$ cat config.mk
export PLATFORM = sky130hd
export DESIGN_NAME = layer_priority_draw_sequencer_core_flat
export DESIGN_NICKNAME = d
export VERILOG_FILES = /design/src/hw/rtl/lpds_pkg.sv /design/src/hw/rtl/lpds_channels.sv /design/src/hw/rtl/lpds_ctrl.sv /design/src/hw/rtl/lpds_datapath.sv /design/src/hw/rtl/layer_priority_draw_sequencer_core.sv /design/src/flat_wrapper.sv
export SDC_FILE = /design/constraint.sdc
export NUM_CORES = 1
export LEC_CHECK = 0
export BUFFER_PORTS_ARGS = -buffer_cell sky130_fd_sc_hd__buf_2
export CORE_MARGIN = 1.5
export CORE_UTILIZATION = 50
export DETAILED_ROUTE_END_ITERATION = 10
export PLACE_DENSITY = 0.68
export REMOVE_ABC_BUFFERS = 1
export SYNTH_ARGS = -nofsm -noshare
export SYNTH_HDL_FRONTEND = slang
export SYNTH_SLANG_ARGS = --single-unit
$ cat constraint.sdc
create_clock -name clock -period 7.5 [get_ports clock]
set_input_delay 1.5 -clock clock [delete_from_list [all_inputs] [get_ports clock]]
set_output_delay 1.5 -clock clock [all_outputs]
set_load 0.05 [all_outputs]
$ cat src/hw/rtl/lpds_pkg.sv
// Package: shared types and constants of the layer priority draw sequencer
package lpds_pkg;

   // Command kinds on the result channel
   localparam logic [1:0] KIND_SPRITE = 2'd0;
   localparam logic [1:0] KIND_LAYER  = 2'd1;
   localparam logic [1:0] KIND_DONE   = 2'd2;

   // Configuration register indexes
   localparam logic [1:0] REG_SCROLL1_MASK = 2'd0;
   localparam logic [1:0] REG_SCROLL2_MASK = 2'd1;
   localparam logic [1:0] REG_SCROLL3_MASK = 2'd2;
   localparam logic [1:0] REG_USER_MASK    = 2'd3;

   // Slot code of a discarded duplicate layer
   localparam logic [2:0] SLOT_GONE = 3'd4;

   // Reset value of the user layer mask
   localparam logic [3:0] USER_MASK_RESET = 4'hF;

   // Highest sprite priority
   localparam logic [2:0] PRIO_TOP = 3'd7;

   // Controller states
   typedef enum logic [2:0] {
      ST_IDLE,
      ST_SCAN,
      ST_SPRITE,
      ST_LAYER,
      ST_TAIL,
      ST_DONE
   } state_type;

   // Controller to datapath commands
   typedef struct packed {
      logic store;
      logic advance;
      logic emit_sprite;
      logic emit_layer;
      logic emit_tail;
      logic emit_done;
   } cmd_type;

   // Datapath to controller status
   typedef struct packed {
      logic need_sprite;
      logic need_layer;
      logic walk_end;
      logic tail_needed;
      logic out_free;
   } status_type;

endpackage

$ cat src/hw/rtl/lpds_channels.sv
// Interfaces: slice input, command output and register write channels
interface lpds_req_if;
   logic        valid;
   logic        ready;
   logic [15:0] layer_control;
   logic [15:0] layer_priority;
   logic [7:0]  slice_start_line;
   logic        last_slice;

   modport source (output valid, layer_control, layer_priority, slice_start_line,
                   last_slice, input ready);
   modport sink (input valid, layer_control, layer_priority, slice_start_line,
                 last_slice, output ready);
endinterface

interface lpds_rsp_if;
   logic       valid;
   logic       ready;
   logic [1:0] command_kind;
   logic [1:0] layer_number;
   logic [3:0] slice_number;
   logic [7:0] span_first_line;
   logic [7:0] span_end_line;
   logic [2:0] sprite_prio_low;
   logic [2:0] sprite_prio_high;
   logic       run_last;

   modport source (output valid, command_kind, layer_number, slice_number,
                   span_first_line, span_end_line, sprite_prio_low,
                   sprite_prio_high, run_last, input ready);
   modport sink (input valid, command_kind, layer_number, slice_number,
                 span_first_line, span_end_line, sprite_prio_low,
                 sprite_prio_high, run_last, output ready);
endinterface

interface lpds_csr_if;
   logic        valid;
   logic        ready;
   logic [1:0]  index;
   logic [15:0] data;

   modport source (output valid, index, data, input ready);
   modport sink (input valid, index, data, output ready);
endinterface

$ cat src/hw/rtl/lpds_ctrl.sv
// Controller: sequences slice loading and the priority walk
module lpds_ctrl (
   input  logic                   clock,
   input  logic                   reset,
   input  logic                   req_valid,
   input  logic                   req_last_slice,
   output logic                   req_ready,
   input  lpds_pkg::status_type   status,
   output lpds_pkg::cmd_type      cmd
);

   lpds_pkg::state_type state_ff;
   lpds_pkg::state_type state_in;

   // State register
   always_ff @(posedge clock) begin
      if (reset) begin
         state_ff <= lpds_pkg::ST_IDLE;
      end else begin
         state_ff <= state_in;
      end
   end

   // Next state
   always_comb begin
      state_in = state_ff;
      unique case (state_ff)
         lpds_pkg::ST_IDLE: begin
            if (req_valid && req_last_slice) state_in = lpds_pkg::ST_SCAN;
         end
         lpds_pkg::ST_SCAN: begin
            if (status.need_sprite) state_in = lpds_pkg::ST_SPRITE;
            else if (status.need_layer) state_in = lpds_pkg::ST_LAYER;
            else if (status.walk_end) state_in = lpds_pkg::ST_TAIL;
         end
         lpds_pkg::ST_SPRITE: begin
            if (status.out_free) begin
               if (status.need_layer) state_in = lpds_pkg::ST_LAYER;
               else if (status.walk_end) state_in = lpds_pkg::ST_TAIL;
               else state_in = lpds_pkg::ST_SCAN;
            end
         end
         lpds_pkg::ST_LAYER: begin
            if (status.out_free) begin
               state_in = status.walk_end ? lpds_pkg::ST_TAIL : lpds_pkg::ST_SCAN;
            end
         end
         lpds_pkg::ST_TAIL: begin
            if (!status.tail_needed || status.out_free) state_in = lpds_pkg::ST_DONE;
         end
         lpds_pkg::ST_DONE: begin
            if (status.out_free) state_in = lpds_pkg::ST_IDLE;
         end
         default: state_in = lpds_pkg::ST_IDLE;
      endcase
   end

   // Commands and handshake
   always_comb begin
      cmd       = '0;
      req_ready = 1'b0;
      unique case (state_ff)
         lpds_pkg::ST_IDLE: begin
            req_ready = 1'b1;
            cmd.store = req_valid;
         end
         lpds_pkg::ST_SCAN: begin
            cmd.advance = !status.need_sprite && !status.need_layer;
         end
         lpds_pkg::ST_SPRITE: begin
            cmd.emit_sprite = status.out_free;
            cmd.advance     = status.out_free && !status.need_layer;
         end
         lpds_pkg::ST_LAYER: begin
            cmd.emit_layer = status.out_free;
            cmd.advance    = status.out_free;
         end
         lpds_pkg::ST_TAIL: begin
            cmd.emit_tail = status.out_free && status.tail_needed;
         end
         lpds_pkg::ST_DONE: begin
            cmd.emit_done = status.out_free;
         end
         default: begin
            cmd       = '0;
            req_ready = 1'b0;
         end
      endcase
   end

endmodule

$ cat src/hw/rtl/lpds_datapath.sv
// Datapath: slice decode and storage, walk counters and result register
module lpds_datapath #(
   parameter int SLICE_SLOTS  = 8,
   parameter int SCREEN_LINES = 224
) (
   input  logic                 clock,
   input  logic                 reset,
   input  lpds_pkg::cmd_type    cmd,
   output lpds_pkg::status_type status,
   input  logic [15:0]          req_layer_control,
   input  logic [15:0]          req_layer_priority,
   input  logic [7:0]           req_slice_start_line,
   input  logic                 csr_valid,
   input  logic [1:0]           csr_index,
   input  logic [15:0]          csr_data,
   input  logic                 rsp_ready,
   output logic                 rsp_valid,
   output logic [1:0]           rsp_command_kind,
   output logic [1:0]           rsp_layer_number,
   output logic [3:0]           rsp_slice_number,
   output logic [7:0]           rsp_span_first_line,
   output logic [7:0]           rsp_span_end_line,
   output logic [2:0]           rsp_sprite_prio_low,
   output logic [2:0]           rsp_sprite_prio_high,
   output logic                 rsp_run_last
);

   localparam int IDX_W = (SLICE_SLOTS > 1) ? $clog2(SLICE_SLOTS) : 1;
   localparam int CNT_W = $clog2(SLICE_SLOTS + 1);
   localparam logic [CNT_W-1:0] SLOTS_FULL  = CNT_W'(SLICE_SLOTS);
   localparam logic [7:0]       LINES_END   = 8'(SCREEN_LINES);

   // Configuration registers
   logic [15:0] mask1_ff, mask2_ff, mask3_ff;
   logic [3:0]  user_mask_ff;

   // Slice store
   logic [11:0] order_ff [SLICE_SLOTS];
   logic [8:0]  prio_ff  [SLICE_SLOTS];
   logic [3:0]  en_ff    [SLICE_SLOTS];
   logic [7:0]  lines_ff [SLICE_SLOTS];
   logic [7:0]  ends_ff  [SLICE_SLOTS];
   logic [CNT_W-1:0] count_ff;

   // Walk counters
   logic [2:0]       p_ff;
   logic [IDX_W-1:0] s_ff;
   logic [1:0]       i_ff;
   logic [3:0]       next_low_ff;

   // Result register
   logic       rsp_valid_ff;
   logic [1:0] kind_ff, layer_ff;
   logic [3:0] slice_ff;
   logic [7:0] first_ff, end_ff;
   logic [2:0] low_ff, high_ff;
   logic       last_ff;

   // Decode signals
   logic [1:0]  slot [4];
   logic        gone [4];
   logic [2:0]  pr   [4];
   logic [2:0]  high_v;
   logic        high_set;
   logic [11:0] order_new;
   logic [8:0]  prio_new;
   logic [3:0]  en_new;
   logic [7:0]  end_new;
   logic [CNT_W-1:0] prev_cnt;

   // Walk signals
   logic [11:0]      cur_order;
   logic [8:0]       cur_prio;
   logic [3:0]       cur_en;
   logic [2:0]       cur_layer;
   logic [2:0]       cur_lp;
   logic [CNT_W-1:0] s_next;
   logic             s_last;
   logic             match;
   logic             sprites;
   logic [7:0]       cur_end;

   // Decode the incoming slice: drop lower duplicates, clamp priorities
   always_comb begin
      slot[3] = req_layer_control[13:12];
      slot[2] = req_layer_control[11:10];
      slot[1] = req_layer_control[9:8];
      slot[0] = req_layer_control[7:6];
      gone[3] = 1'b0;
      gone[2] = (slot[3] == slot[2]);
      gone[1] = (!gone[3] && slot[3] == slot[1]) || (!gone[2] && slot[2] == slot[1]);
      gone[0] = (!gone[3] && slot[3] == slot[0]) || (!gone[2] && slot[2] == slot[0])
                || (!gone[1] && slot[1] == slot[0]);
      pr[0] = 3'd0;
      pr[1] = req_layer_priority[6:4];
      pr[2] = req_layer_priority[10:8];
      pr[3] = req_layer_priority[14:12];
      high_v   = 3'd0;
      high_set = 1'b0;
      for (int j = 3; j >= 0; j--) begin
         if (!gone[j] && slot[j] != 2'd0) begin
            if (high_set && pr[slot[j]] > high_v) begin
               pr[slot[j]] = high_v;
            end else begin
               high_v   = pr[slot[j]];
               high_set = 1'b1;
            end
         end
      end
      for (int j = 0; j < 4; j++) begin
         order_new[3*j +: 3] = gone[j] ? lpds_pkg::SLOT_GONE : {1'b0, slot[j]};
      end
      prio_new = {pr[3], pr[2], pr[1]};
      en_new   = {|(req_layer_control & mask3_ff), |(req_layer_control & mask2_ff),
                  |(req_layer_control & mask1_ff), 1'b1} & user_mask_ff;
      end_new  = (req_slice_start_line != 8'd0) ? req_slice_start_line : LINES_END;
   end

   assign prev_cnt = count_ff - CNT_W'(1);

   // Configuration writes
   always_ff @(posedge clock) begin
      if (reset) begin
         mask1_ff     <= '0;
         mask2_ff     <= '0;
         mask3_ff     <= '0;
         user_mask_ff <= lpds_pkg::USER_MASK_RESET;
      end else if (csr_valid) begin
         unique case (csr_index)
            lpds_pkg::REG_SCROLL1_MASK: mask1_ff <= csr_data;
            lpds_pkg::REG_SCROLL2_MASK: mask2_ff <= csr_data;
            lpds_pkg::REG_SCROLL3_MASK: mask3_ff <= csr_data;
            lpds_pkg::REG_USER_MASK:    user_mask_ff <= csr_data[3:0];
            default: ;
         endcase
      end
   end

   // Store a slice; close the span of the one before it
   always_ff @(posedge clock) begin
      if (cmd.store && count_ff < SLOTS_FULL) begin
         order_ff[count_ff[IDX_W-1:0]] <= order_new;
         prio_ff[count_ff[IDX_W-1:0]]  <= prio_new;
         en_ff[count_ff[IDX_W-1:0]]    <= en_new;
         lines_ff[count_ff[IDX_W-1:0]] <= req_slice_start_line;
         if (count_ff != '0) ends_ff[prev_cnt[IDX_W-1:0]] <= end_new;
      end
   end

   // Slice count
   always_ff @(posedge clock) begin
      if (reset) begin
         count_ff <= '0;
      end else if (cmd.emit_done) begin
         count_ff <= '0;
      end else if (cmd.store && count_ff < SLOTS_FULL) begin
         count_ff <= count_ff + CNT_W'(1);
      end
   end

   // Read the slot under the walk counters
   always_comb begin
      cur_order = order_ff[s_ff];
      cur_prio  = prio_ff[s_ff];
      cur_en    = en_ff[s_ff];
      case (i_ff)
         2'd0:    cur_layer = cur_order[2:0];
         2'd1:    cur_layer = cur_order[5:3];
         2'd2:    cur_layer = cur_order[8:6];
         default: cur_layer = cur_order[11:9];
      endcase
      case (cur_layer)
         3'd1:    cur_lp = cur_prio[2:0];
         3'd2:    cur_lp = cur_prio[5:3];
         3'd3:    cur_lp = cur_prio[8:6];
         default: cur_lp = 3'd0;
      endcase
      s_next  = CNT_W'(s_ff) + CNT_W'(1);
      s_last  = (s_next == count_ff);
      cur_end = (s_next < count_ff) ? ends_ff[s_ff] : LINES_END;
      match   = !cur_layer[2] && (cur_lp == p_ff);
      sprites = en_ff[0][0];
   end

   // Status to the controller
   always_comb begin
      status.need_sprite = match && sprites && (next_low_ff <= {1'b0, p_ff});
      status.need_layer  = match && (cur_layer != 3'd0) && cur_en[cur_layer[1:0]];
      status.walk_end    = (p_ff == lpds_pkg::PRIO_TOP) && (i_ff == 2'd3) && s_last;
      status.tail_needed = sprites && (next_low_ff <= {1'b0, lpds_pkg::PRIO_TOP});
      status.out_free    = !rsp_valid_ff || rsp_ready;
   end

   // Advance slot, slice and priority counters
   always_ff @(posedge clock) begin
      if (reset) begin
         p_ff <= '0;
         s_ff <= '0;
         i_ff <= '0;
      end else if (cmd.advance) begin
         i_ff <= i_ff + 2'd1;
         if (i_ff == 2'd3) begin
            if (s_last) begin
               s_ff <= '0;
               p_ff <= p_ff + 3'd1;
            end else begin
               s_ff <= s_ff + IDX_W'(1);
            end
         end
      end
   end

   // Lowest sprite priority not yet covered
   always_ff @(posedge clock) begin
      if (reset) begin
         next_low_ff <= '0;
      end else if (cmd.emit_done) begin
         next_low_ff <= '0;
      end else if (cmd.emit_sprite) begin
         next_low_ff <= {1'b0, p_ff} + 4'd1;
      end
   end

   // Result valid
   always_ff @(posedge clock) begin
      if (reset) begin
         rsp_valid_ff <= 1'b0;
      end else if (cmd.emit_sprite || cmd.emit_layer || cmd.emit_tail || cmd.emit_done) begin
         rsp_valid_ff <= 1'b1;
      end else if (rsp_ready) begin
         rsp_valid_ff <= 1'b0;
      end
   end

   // Result payload
   always_ff @(posedge clock) begin
      if (cmd.emit_sprite || cmd.emit_tail) begin
         kind_ff  <= lpds_pkg::KIND_SPRITE;
         layer_ff <= '0;
         slice_ff <= '0;
         first_ff <= '0;
         end_ff   <= '0;
         low_ff   <= next_low_ff[2:0];
         high_ff  <= cmd.emit_sprite ? p_ff : lpds_pkg::PRIO_TOP;
         last_ff  <= 1'b0;
      end else if (cmd.emit_layer) begin
         kind_ff  <= lpds_pkg::KIND_LAYER;
         layer_ff <= cur_layer[1:0];
         slice_ff <= 4'(s_ff);
         first_ff <= lines_ff[s_ff];
         end_ff   <= cur_end;
         low_ff   <= '0;
         high_ff  <= '0;
         last_ff  <= 1'b0;
      end else if (cmd.emit_done) begin
         kind_ff  <= lpds_pkg::KIND_DONE;
         layer_ff <= '0;
         slice_ff <= '0;
         first_ff <= '0;
         end_ff   <= '0;
         low_ff   <= '0;
         high_ff  <= '0;
         last_ff  <= 1'b1;
      end
   end

   assign rsp_valid            = rsp_valid_ff;
   assign rsp_command_kind     = kind_ff;
   assign rsp_layer_number     = layer_ff;
   assign rsp_slice_number     = slice_ff;
   assign rsp_span_first_line  = first_ff;
   assign rsp_span_end_line    = end_ff;
   assign rsp_sprite_prio_low  = low_ff;
   assign rsp_sprite_prio_high = high_ff;
   assign rsp_run_last         = last_ff;

endmodule

$ cat src/hw/rtl/layer_priority_draw_sequencer_core.sv
// Top level: layer priority draw sequencer, controller plus datapath
//
//   channel  direction  carries
//   req_bus  in         one screen slice: control word, priority word, start line
//   rsp_bus  out        sprite range, layer span or done command
//   csr_bus  in         write of register 0..3 (scroll masks, user mask)
//
// A slice that is not the last is stored while the block is idle. The last slice
// starts a walk over 8 priorities x stored slices x 4 slots, one slot per cycle while
// no command is issued, and ends with a closing sprite range, where one is needed, and
// a done item. Reset is synchronous; no clearing pass, the slice store is only read
// where written. A stalled result holds the walk; the next frame's slices are taken
// while the done item still waits in the result register.
module layer_priority_draw_sequencer_core #(
   parameter int SLICE_SLOTS  = 8,
   parameter int SCREEN_LINES = 224
) (
   input logic        clock,
   input logic        reset,
   lpds_req_if.sink   req_bus,
   lpds_rsp_if.source rsp_bus,
   lpds_csr_if.sink   csr_bus
);

   lpds_pkg::cmd_type    cmd;
   lpds_pkg::status_type status;
   logic                 req_ready;

   // Sequence control
   lpds_ctrl u_ctrl (
      .clock          (clock),
      .reset          (reset),
      .req_valid      (req_bus.valid),
      .req_last_slice (req_bus.last_slice),
      .req_ready      (req_ready),
      .status         (status),
      .cmd            (cmd)
   );

   // Storage, walk and result register
   lpds_datapath #(
      .SLICE_SLOTS  (SLICE_SLOTS),
      .SCREEN_LINES (SCREEN_LINES)
   ) u_datapath (
      .clock                (clock),
      .reset                (reset),
      .cmd                  (cmd),
      .status               (status),
      .req_layer_control    (req_bus.layer_control),
      .req_layer_priority   (req_bus.layer_priority),
      .req_slice_start_line (req_bus.slice_start_line),
      .csr_valid            (csr_bus.valid),
      .csr_index            (csr_bus.index),
      .csr_data             (csr_bus.data),
      .rsp_ready            (rsp_bus.ready),
      .rsp_valid            (rsp_bus.valid),
      .rsp_command_kind     (rsp_bus.command_kind),
      .rsp_layer_number     (rsp_bus.layer_number),
      .rsp_slice_number     (rsp_bus.slice_number),
      .rsp_span_first_line  (rsp_bus.span_first_line),
      .rsp_span_end_line    (rsp_bus.span_end_line),
      .rsp_sprite_prio_low  (rsp_bus.sprite_prio_low),
      .rsp_sprite_prio_high (rsp_bus.sprite_prio_high),
      .rsp_run_last         (rsp_bus.run_last)
   );

   assign req_bus.ready = req_ready;
   assign csr_bus.ready = 1'b1;

endmodule

$ cat src/flat_wrapper.sv
// flat-port wrapper written by rule: the top's interface ports become plain ports
module layer_priority_draw_sequencer_core_flat 
#(
   parameter int SLICE_SLOTS  = 8,
   parameter int SCREEN_LINES = 224
)
  (clock, reset, req_bus_valid, req_bus_layer_control, req_bus_layer_priority, req_bus_slice_start_line, req_bus_last_slice, req_bus_ready, rsp_bus_valid, rsp_bus_command_kind, rsp_bus_layer_number, rsp_bus_slice_number, rsp_bus_span_first_line, rsp_bus_span_end_line, rsp_bus_sprite_prio_low, rsp_bus_sprite_prio_high, rsp_bus_run_last, rsp_bus_ready, csr_bus_valid, csr_bus_index, csr_bus_data, csr_bus_ready);
  lpds_req_if req_bus_i ();
  lpds_rsp_if rsp_bus_i ();
  lpds_csr_if csr_bus_i ();
  input logic clock;
  input logic reset;
  input wire logic [$bits(req_bus_i.valid)-1:0] req_bus_valid;
  input wire logic [$bits(req_bus_i.layer_control)-1:0] req_bus_layer_control;
  input wire logic [$bits(req_bus_i.layer_priority)-1:0] req_bus_layer_priority;
  input wire logic [$bits(req_bus_i.slice_start_line)-1:0] req_bus_slice_start_line;
  input wire logic [$bits(req_bus_i.last_slice)-1:0] req_bus_last_slice;
  output wire logic [$bits(req_bus_i.ready)-1:0] req_bus_ready;
  output wire logic [$bits(rsp_bus_i.valid)-1:0] rsp_bus_valid;
  output wire logic [$bits(rsp_bus_i.command_kind)-1:0] rsp_bus_command_kind;
  output wire logic [$bits(rsp_bus_i.layer_number)-1:0] rsp_bus_layer_number;
  output wire logic [$bits(rsp_bus_i.slice_number)-1:0] rsp_bus_slice_number;
  output wire logic [$bits(rsp_bus_i.span_first_line)-1:0] rsp_bus_span_first_line;
  output wire logic [$bits(rsp_bus_i.span_end_line)-1:0] rsp_bus_span_end_line;
  output wire logic [$bits(rsp_bus_i.sprite_prio_low)-1:0] rsp_bus_sprite_prio_low;
  output wire logic [$bits(rsp_bus_i.sprite_prio_high)-1:0] rsp_bus_sprite_prio_high;
  output wire logic [$bits(rsp_bus_i.run_last)-1:0] rsp_bus_run_last;
  input wire logic [$bits(rsp_bus_i.ready)-1:0] rsp_bus_ready;
  input wire logic [$bits(csr_bus_i.valid)-1:0] csr_bus_valid;
  input wire logic [$bits(csr_bus_i.index)-1:0] csr_bus_index;
  input wire logic [$bits(csr_bus_i.data)-1:0] csr_bus_data;
  output wire logic [$bits(csr_bus_i.ready)-1:0] csr_bus_ready;
  assign req_bus_i.valid = req_bus_valid;
  assign req_bus_i.layer_control = req_bus_layer_control;
  assign req_bus_i.layer_priority = req_bus_layer_priority;
  assign req_bus_i.slice_start_line = req_bus_slice_start_line;
  assign req_bus_i.last_slice = req_bus_last_slice;
  assign req_bus_ready = req_bus_i.ready;
  assign rsp_bus_valid = rsp_bus_i.valid;
  assign rsp_bus_command_kind = rsp_bus_i.command_kind;
  assign rsp_bus_layer_number = rsp_bus_i.layer_number;
  assign rsp_bus_slice_number = rsp_bus_i.slice_number;
  assign rsp_bus_span_first_line = rsp_bus_i.span_first_line;
  assign rsp_bus_span_end_line = rsp_bus_i.span_end_line;
  assign rsp_bus_sprite_prio_low = rsp_bus_i.sprite_prio_low;
  assign rsp_bus_sprite_prio_high = rsp_bus_i.sprite_prio_high;
  assign rsp_bus_run_last = rsp_bus_i.run_last;
  assign rsp_bus_i.ready = rsp_bus_ready;
  assign csr_bus_i.valid = csr_bus_valid;
  assign csr_bus_i.index = csr_bus_index;
  assign csr_bus_i.data = csr_bus_data;
  assign csr_bus_ready = csr_bus_i.ready;
  layer_priority_draw_sequencer_core #(.SLICE_SLOTS(SLICE_SLOTS), .SCREEN_LINES(SCREEN_LINES)) u_core (.clock(clock), .reset(reset), .req_bus(req_bus_i), .rsp_bus(rsp_bus_i), .csr_bus(csr_bus_i));
endmodule
# Word level (Yosys, flattened, before mapping)
# Memories as Yosys holds them, arrays and structs flattened. A register that Yosys moved wholly into a read port is not among the register bits.
# Index checks and enable logic that the tools add are counted.
[word_totals]
register_bits = 101
mem_bits_rw = 320
inputBits = 64
n_memories = 5
[memory_table]
columns = ["memory", "depth", "width", "read_ports", "rd_ports_with_merged_regs", "wr", "line", "source"]
rows = [
  ["u_core.u_datapath.order_ff", 8, 11, 1, 1, 1, "lpds_datapath.sv:38", "logic [11:0] order_ff [SLICE_SLOTS];"],
  ["u_core.u_datapath.prio_ff", 8, 9, 1, 1, 1, "lpds_datapath.sv:39", "logic [8:0] prio_ff [SLICE_SLOTS];"],
  ["u_core.u_datapath.ends_ff", 8, 8, 1, 1, 1, "lpds_datapath.sv:42", "logic [7:0] ends_ff [SLICE_SLOTS];"],
  ["u_core.u_datapath.lines_ff", 8, 8, 1, 1, 1, "lpds_datapath.sv:41", "logic [7:0] lines_ff [SLICE_SLOTS];"],
  ["u_core.u_datapath.en_ff", 8, 4, 2, 1, 1, "lpds_datapath.sv:40", "logic [3:0] en_ff [SLICE_SLOTS];"],
]
[classes]
n_addsub = 7
magnitude_cmp = 15
n_eq_ne = 29
mux = 96
n_bitwise = 8
reduce_logical = 67
[op_table]
columns = ["operator", "n"]
rows = [
  ["3-bit 2-to-1 mux", 47],
  ["16-bit AND", 3],
  ["12-bit 2-to-1 mux", 4],
  ["16-bit OR reduction", 3],
  ["8-bit 2-to-1 mux", 5],
  ["12-bit bitwise mux", 3],
  ["1-bit logical AND", 25],
  ["3-bit binary-select mux with 2-bit select", 4],
  ["1-bit 2-to-1 mux", 21],
  ["3-bit demux with 2-bit select", 3],
  ["9-bit 2-to-1 mux", 2],
  ["3-bit one-hot mux with 3 select lines", 2],
  ["3-bit one-hot mux with 6 select lines", 1],
  ["2-bit == test", 6],
  ["3-bit by 2-bit == test with 1-bit output, second input constant", 4],
  ["3-bit >= comparator, second input constant", 4],
  ["2-bit inverter with 3-bit output", 4],
  ["2-bit nonzero test", 6],
  ["2-bit != test, second input constant", 5],
  ["2-bit AND reduction", 5],
  ["3-bit == test, second input constant", 3],
  ["3-bit greater-than comparator", 3],
  ["1-bit logical OR", 9],
  ["3-bit by 1-bit < comparator with 1-bit output, second input constant", 3],
  ["29 further kinds", 47],
]

# Longest topological paths before layout
# Gate-level depths: netlist of run 1.
[logic_depth]
depth_word = 23
ltp_mapped = 32
depth_no_buf = 30

# By module
# Synthesis of run 1 repeated with hierarchy kept, for this count alone.
[hier_totals]
cells_unflattened = 1268
area_unflattened_um2 = 18027.3
[modules_own_cells]
columns = ["module", "instances", "cells_each", "area_per_inst_um2", "seq_area_each_um2"]
rows = [
  ["lpds_datapath", 1, 1223, 17677.0, 11481.0],
  ["lpds_ctrl", 1, 43, 339.1, 60.1],
  ["layer_priority_draw_sequencer_core", 1, 2, 11.3, 0.0],
]

# Least setup slack after synthesis of run 1
# No wires, ideal clock.
[synth_timing]
kind = "input port to flip-flop"
start = "input port req_bus_layer_control[13]"
end = "memory u_core.u_datapath.prio_ff[0][4], data pin"
setup_time_ns = 0.230
t_arrival_ns = 7.229
required_ns = 7.270
setup_slack_ns = 0.041
cell_stages = 26
n_path_buf = 2
path_cell_list = "clkbuf_1 -> mux2_2 -> a22o_1 -> inv_1 -> ha_1 -> inv_1 -> a221oi_1 -> o21ai_0 -> a221oi_1 -> and3b_1 -> mux2_2 -> a32oi_1 -> ha_1 -> a311oi_1 -> and3_1 -> mux2_2 -> mux2i_1 -> o2bb2ai_1 -> ha_1 -> nor2b_1 -> o21a_1 -> o21ai_0 -> a211oi_1 -> and2_1 -> buf_1 -> mux2i_1"
[synth_rtl]
columns = ["item", "line", "source"]
rows = [
  ["from (decl)", "flat_wrapper.sv:14", "input wire logic [$bits(req_bus_i.layer_control)-1:0] req_bus_layer_control;"],
  ["to (decl)", "lpds_datapath.sv:39", ""],
]

==> results of run 1 <==
## flip-flops by register name (all words and copies together), names as in the netlist, 4 cells and up, named ones only
| signal | flops |
|---|---|
| u_core.u_datapath.count_ff | 4 |
| u_core.u_datapath.en_ff | 25 |
| u_core.u_datapath.ends_ff | 64 |
| u_core.u_datapath.lines_ff | 64 |
| u_core.u_datapath.mask1_ff | 16 |
| u_core.u_datapath.mask2_ff | 16 |
| u_core.u_datapath.mask3_ff | 16 |
| u_core.u_datapath.next_low_ff | 4 |
| u_core.u_datapath.order_ff | 88 |
| u_core.u_datapath.prio_ff | 72 |
| u_core.u_datapath.rsp_span_end_line | 8 |
| u_core.u_datapath.rsp_span_first_line | 8 |
| u_core.u_datapath.user_mask_ff | 4 |
## power breakdown
| group | switching [W] | leakage, nW | internal, W |
|---|---|---|---|
| Combinational | 0.000774 | 2.74 | 0.000382 |
| Sequential | 0.0000811 | 3.69 | 0.00271 |
| Clock | 0.000891 | 0.760 | 0.00141 |
| Total | 0.00175 | 7.19 | 0.00451 |
## metrics by stage
stage / std cells / worst slack, ns
floorplan: 1209 / 0.516
global route: 1895 / 0.00517
CTS: 1894 / 0.201
global placement: 1813 / -0.168
detailed placement: 1813 / -0.382
finish: 1895 / 0.499
## layout by cell type, fill, tap and decap left out, types with 5 or more instances in the layout
cell type  Yosys  layout
clkinv_2       0       5
clkbuf_1      49       6
mux2i_1       66      61
nand3b_1       5       5
nor4_1         5       5
and3_1         7       7
dfxtp_1       98      95
a22o_1        13      13
a31oi_1        5       5
a22oi_1       20      20
o21ai_0       39      39
o21a_1         8       8
mux2_2        28      28
nor2_1        59      53
nand2_1      152     152
nor3_1        19      17
xnor2_1        9       9
a21o_1         8       8
buf_2          8      88
inv_1         38      38
nand3_1       19      19
nor2_4         0       6
nand2b_1      20      20
a221oi_1      11      10
edfxtp_1     319     319
bufinv_16      0       7
clkbuf_16      0      44
xor2_1         7       7
o22ai_1        9       9
buf_4          9      56
ha_1          25      25
mux4_2        63      63
a21oi_1       68      67
clkbuf_8       0       9
and2_1         8       7
nor2b_1       14      14
## kinds of logic (layout without fill, tap and decap cells)
| group | count (synthesis) | after routing |
|---|---|---|
| flip-flops | 417 | 417 |
| AND/OR/NAND/NOR | 325 | 325 |
| adder cells (fa/ha/maj) | 25 | 25 |
| AO/OA/AOI/OAI | 221 | 221 |
| buffers and inverters | 114 | 263 |
| other | 2 | 2 |
| XOR/XNOR | 16 | 16 |
| multiplexers | 165 | 165 |
## per-layer routing
| layer | wire length, microns | GRT usage | up-vias |
|---|---|---|---|
| met5 | 0 | 0 | - |
| met4 | 635 | 0.0488 | 0 |
| met3 | 1980 | 0.0358 | 48 |
| met2 | 18800 | 0.353 | 274 |
| met1 | 17500 | 0.295 | 5499 |
| li1 | - | - | 5117 |
## cell type report
cell class | count | area share
Sequential cell | 417 | 0.555
Inverter | 38 | 0.00685
Tap cell | 461 | 0.0277
Timing Repair Buffer | 144 | 0.0413
Clock inverter | 22 | 0.0148
Clock buffer | 59 | 0.0599
Multi-Input combinational cell | 754 | 0.295
## timing repair
| action | 4_1_cts | 5_1_grt |
|---|---|---|
| gates resized for setup | 0 | 12 |
| setup endpoints to repair | 0 | 72 |
| setup buffers | 0 | 1 |
## worst paths after layout
check	slack, ns	start	endpoint
setup / recovery	0.50	req_bus_layer_control[13]	u_core.u_datapath.prio_ff[1][5]
hold / removal	0.44	u_core.u_datapath.rsp_span_end_line[6]	u_core.u_datapath.rsp_span_end_line[6]
setup reg to reg	3.21	register	register
hold reg to reg	0.44	u_core.u_datapath.rsp_span_end_line[6]	u_core.u_datapath.rsp_span_end_line[6]
==> key figures, run 1 <==
Status
  – Status: finished, final reports clean

Clocking
  – Root Buffer: clkbuf_16
  – Max clock buf depth: 3
  – CTS clk-pin slew, worst paths: 0.06 ns
  – Hold-fix buffers at CTS: 0
  – Clock latency on the worst-skew pair: 0.56 ns
  – CTS sink count: 417
  – Num CTS Buffers: 44
  – H-tree level count: 2
  – CTS tree: yes

Cells and area
  – Register area: 11,600 sq um
  – Layout fillers: 2,746
  – Ant diodes: 0
  – Area grow syn2layout: 15.3%
  – Share of layout cells above drive strength 1: 0.242
  – Post-route cell area: 20,800 sq um
  – Post-layout util: 0.585
  – Area of the multi-input gates: 6140 sq um
  – Final layout net count: 1,488

Global route
  – Largest net degree at the start of global routing: 74
  – Global router's overall resource usage: 0.213
  – First-pass GRT wire length: 60,100 microns
  – Vias in the first global route: 10,683
  – Initial antenna violation count: 0
  – Gr ovfl total: 0

STA
  – Final max-slew violation count: 0
  – Worst slew pin tran: 1.26 ns
  – F_max: 143 MHz
  – Slew margin rel.: 0.159
  – Final Hold Violating Endpoints: 0
  – Post-route clock period utilization: 0.933
  – Clock skew: 0.0151 ns
  – Fin crit period: 7.00 ns
  – Hold Worst Slack: 0.445 ns
  – Setup TNS Final: 0 ns
  – Endpoints failing setup: 0
  – RSZ-0062 raised after global routing: no

Worst hold path
  – Hold Path Class: register to register
  – Hold Path Stages: 1

Yosys
  – Syn Std Cell Area: 18,100 sq um
  – Synth Area in XOR/XNOR: 0.00776
  – Yosys warnings: 0
  – Post-Syn Area per Cell: 14.1 sq um
  – Simple-gate share of the synthesized area: 0.0830
  – Post-synthesis sequential area ratio: 0.639
  – Yosys top cell by area: edfxtp_1
  – Largest family of logic cells by synthesized area: multiplexers
  – Top-count cell post-synth: edfxtp_1
  – Adder-cell share of the synthesized area: 0.0173
  – Top cells by area, synth: edfxtp_1 53%, dfxtp_1 11%, mux4_2 7.9%
  – Post-synthesis cell type count: 74
  – Post-synthesis cell count: 1,285
  – Post-synth top area share: 0.530
  – Synth Flop Type: edfxtp_1
  – Post-synth ARST share: 0
  – FF+latch count, synth: 417
  – Post-synth EDFFs: 319
  – Commonest cells in the netlist: 319 x edfxtp_1, 152 x nand2_1, 98 x dfxtp_1
  – Post-synthesis compound-gate area fraction: 0.0844
  – Mux contribution to synthesized area: 0.140

Floorplanning
  – Starting Density: 0.508
  – Row count: 69
  – Die Wd: 193 microns
  – Die ar.: 37,300 sq um
  – IO Pins: 98
  – Die Y: 193 microns
  – Core area: 35,600 sq um

Placement
  – Dpl hpwl: 24,000 microns
  – Placed Area: 19,200 sq um
  – GPL Wtd Cong: 0.865
  – Port Buffer Count: 88

Worst setup path
  – CP Max Fanout: 8
  – Cell count of the worst reg-to-reg path: 11
  – Slowest cell delay on critical path: 0.37 ns
  – Critical path buffers and inverters: 6
  – Worst Path Required: 7.80 ns
  – Logic depth of the worst path, buffers included: 31
  – CP Launch Type: input pin
  – Worst setup path class: input pin to register
  – CP max-delay cell: mux2_2
  – Critical Path AT: 7.30 ns
  – Worst setup EP type: register
  – Cell family with most CP delay: compound AO/OA/AOI/OAI gates

Routing
  – DRT Wirelength: 38,900 microns
  – DRC errors left: 0
  – Vias: 10,938
  – Wire length per cell: 20.5 microns
  – Final ANT Viol Nets: 0
  – Vias per inst: 5.77
  – Pre-antenna DRT Iters: 6
  – 1st-iter DRT viols: 1,014

Power
  – Peak VDD IR: 0.252 mV
  – Pwr dens: 300 nW/um^2
  – Tot Pwr: 0.00625 W
  – Leak pwr: 7.19 nW

Run
  – Max cap viols: 0
(Power assumes the default switching activity.)
==> run 2: changes to the inputs <==
--- a/config.mk
+++ b/config.mk
@@ -9,7 +9,7 @@
 export CORE_MARGIN = 1.5
 export CORE_UTILIZATION = 50
 export DETAILED_ROUTE_END_ITERATION = 10
-export PLACE_DENSITY = 0.68
+export PLACE_DENSITY = 0.65
 export REMOVE_ABC_BUFFERS = 1
 export SYNTH_ARGS = -nofsm -noshare
 export SYNTH_HDL_FRONTEND = slang
==> constraint.sdc (replaced) <==
create_clock -name clock -period 7.9 [get_ports clock]
set_input_delay 1.58 -clock clock [delete_from_list [all_inputs] [get_ports clock]]
set_output_delay 1.58 -clock clock [all_outputs]
set_load 0.05 [all_outputs]
==> run 2 against run 1 <==
Against the previous run:
- sequential power shrank 5%
- first-iteration DRC count shrank 17%
- critical path depth down 4
- via count fell by 1.3%
- combinational power down 8%
- power fell by 9.8%
- core utilization down 1.3 points
- largest cell class unchanged
==> key figures, run 2 (synthesis results as in run 1) <==
Routing
  – 1st-iter DRT viols: 837 (was 1,014)
  – Vias: 10,800 (was 10,938)
  – Pre-antenna DRT Iters: 7 (was 6)
  – Vias per inst: 5.78 (was 5.77)
  – Final ANT Viol Nets: 0 (unchanged)
  – DRC errors left: 0 (unchanged)
  – DRT Wirelength: 38,300 microns (was 38,900 microns)
  – Wire length per cell: 20.5 microns (about the same)

STA
  – Final max-slew violation count: 0 (unchanged)
  – Final Hold Violating Endpoints: 0 (unchanged)
  – Setup TNS Final: 0 ns (unchanged)
  – RSZ-0062 raised after global routing: no (unchanged)
  – Clock skew: 0.0124 ns (was 0.0151 ns)
  – Post-route clock period utilization: 0.928
  – Endpoints failing setup: 0 (unchanged)
  – Slew margin rel.: 0.273 (was 0.159)
  – Worst slew pin tran: 1.09 ns (was 1.26 ns)
  – F_max: 136 MHz
  – Fin crit period: 7.33 ns

Global route
  – Initial antenna violation count: 0 (unchanged)
  – First-pass GRT wire length: 60,000 microns (was 60,100 microns)
  – Global router's overall resource usage: 0.213 (about the same)
  – Gr ovfl total: 0 (unchanged)
  – Vias in the first global route: 10,522 (was 10,683)
  – Largest net degree at the start of global routing: 74 (unchanged)

Clocking
  – CTS sink count: 417 (unchanged)
  – CTS clk-pin slew, worst paths: 0.06 ns (about the same)
  – Max clock buf depth: 3 (unchanged)
  – CTS tree: yes (unchanged)
  – Num CTS Buffers: 44 (unchanged)
  – Clock latency on the worst-skew pair: 0.56 ns (about the same)
  – Post-CTS Setup Bufs: 0 (unchanged)
  – Root Buffer: clkbuf_16 (unchanged)
  – Hold-fix buffers at CTS: 0 (unchanged)
  – H-tree level count: 2 (unchanged)

Worst hold path
  – Hold path start: u_core.u_datapath.rsp_span_first_line[2] (was u_core.u_datapath.rsp_span_end_line[6])
  – Hold Path Stages: 2 (was 1)
  – Hold Path End: u_core.u_datapath.rsp_span_first_line[2] (was u_core.u_datapath.rsp_span_end_line[6])
  – Hold Path Class: register to register (unchanged)

Floorplanning
  – Row count: 69 (unchanged)
  – Die Y: 193 microns (unchanged)
  – Starting Density: 0.508 (unchanged)
  – Die Wd: 193 microns (unchanged)
  – Die ar.: 37,300 sq um (unchanged)
  – IO Pins: 98 (unchanged)
  – Core area: 35,600 sq um (unchanged)

Worst setup path
  – Cell count of the worst reg-to-reg path: 11 (unchanged)
  – Critical Path AT: 7.60 ns (was 7.30 ns)
  – Worst Path Required: 8.17 ns (was 7.80 ns)
  – CP Max Fanout: 8 (unchanged)
  – CP Launch Type: input pin (unchanged)
  – Worst setup EP type: register (unchanged)
  – Slowest cell delay on critical path: 0.54 ns (was 0.37 ns)
  – CP max-delay cell: mux2i_1 (was mux2_2)
  – Worst setup path class: input pin to register (unchanged)
  – FF-to-FF setup slack: 3.46 ns (was 3.21 ns)

Cells and area
  – Max reg flops: 88 (unchanged)
  – Share of layout cells above drive strength 1: 0.215 (was 0.242)
  – Layout fillers: 2,859 (was 2,746)
  – Ant diodes: 0 (unchanged)
  – Area of the multi-input gates: 6080 sq um (was 6140 sq um)
  – Most common cell after layout, fill and taps aside: edfxtp_1 (unchanged)
  – Final layout net count: 1,464 (was 1,488)
  – Layout Cells excl Fill: 1,869 (was 1,895)
  – Most frequent cells in the layout: 319 x edfxtp_1, 152 x nand2_1, 95 x dfxtp_1 (unchanged)
  – Area grow syn2layout: 12.8% (was 15.3%)
  – Post-layout util: 0.573 (was 0.585)
  – Register area: 11,600 sq um (unchanged)

Placement
  – GPL Wtd Cong: 0.867 (was 0.865)
  – Port Buffer Count: 88 (unchanged)
  – Placed Cells: 1,790 (was 1,813)
  – Dpl hpwl: 23,600 microns (was 24,000 microns)

Power
  – Peak VDD IR: 0.213 mV (was 0.252 mV)
  – Leak pwr: 6.98 nW (was 7.19 nW)
  – Pwr dens: 277 nW/um^2 (was 300 nW/um^2)

Run
  – Max cap viols: 0 (unchanged)

Status
  – Status: finished, final reports clean (unchanged)
run 2: cell count changes in the layout (fill, tap and decap cells not counted), sizes merged:
| cell | delta |
|---|---|
| inv | -2 |
| clkbuf | -6 |
| buf | -24 |
| clkinv | +12 |
| bufinv | -6 |
run 2: report_power, final:
group,switching [W],internal (W),leakage (nW)
registers,0.0000739,0.00258,3.69
clock network,0.000830,0.00109,0.655
logic,0.000723,0.000343,2.63
run 2: worst max-delay path, delay by kind of cell:
kind	cells	cell delay, ns
AOI/OAI and AO/OA	9	1.97
muxes	4	1.36
adders and majority gates	3	0.76
buffers and inverters	3	0.28
and+or+nand+nor	8	1.63
run 2: final cells by class:
cell class	count	area share
sequential	417	0.567
multi-input combinational	754	0.298
clock buffer	53	0.0578
inverter	38	0.00700
clock inverter	26	0.00804
tap	461	0.0283
timing repair buffer	120	0.0334
run 2: through the flow:
stage	instance area, sq um	setup slack, ns	total power [W]	hold WS (ns)
6_report	20400	0.568	0.00564	0.445
5_1_grt	20400	0.0149	0.00588	0.469
4_1_cts	20400	0.569	0.00568	0.450
3_5_place_dp	19000	-0.0337	0.00376	0.436
3_3_place_gp	19000	0.125	0.00374	0.428
2_1_floorplan	17700	0.836	0.00343	0.410
run 2: layer usage:
metal	GRT usage	up-vias	wire, microns
met5	0	-	0
met4	0.0527	0	591
met3	0.0358	43	1850
met2	0.350	267	18700
met1	0.297	5433	17100
li1	-	5057	-
run 2: worst max-delay path by stage:
stage                               from                         endpoint  slack [ns]  depth (start not counted)
2_1_floorplan  req_bus_layer_control[13]  u_core.u_datapath.prio_ff[0][4]        0.84                         24
3_3_place_gp   req_bus_layer_control[11]  u_core.u_datapath.prio_ff[0][6]        0.13                         28
3_5_place_dp   req_bus_layer_control[13]  u_core.u_datapath.prio_ff[0][6]       -0.03                         27
4_1_cts        req_bus_layer_control[13]  u_core.u_datapath.prio_ff[0][6]        0.57                         27
5_1_grt        req_bus_layer_control[13]  u_core.u_datapath.prio_ff[1][3]        0.01                         31
6_report       req_bus_layer_control[13]  u_core.u_datapath.prio_ff[1][4]        0.57                         27
run 2: repair_timing:
item / in CTS / in global routing
endpoints found under the hold margin: 0 / 0
setup endpoints to repair: 0 / 8
gates resized for setup: 0 / 1
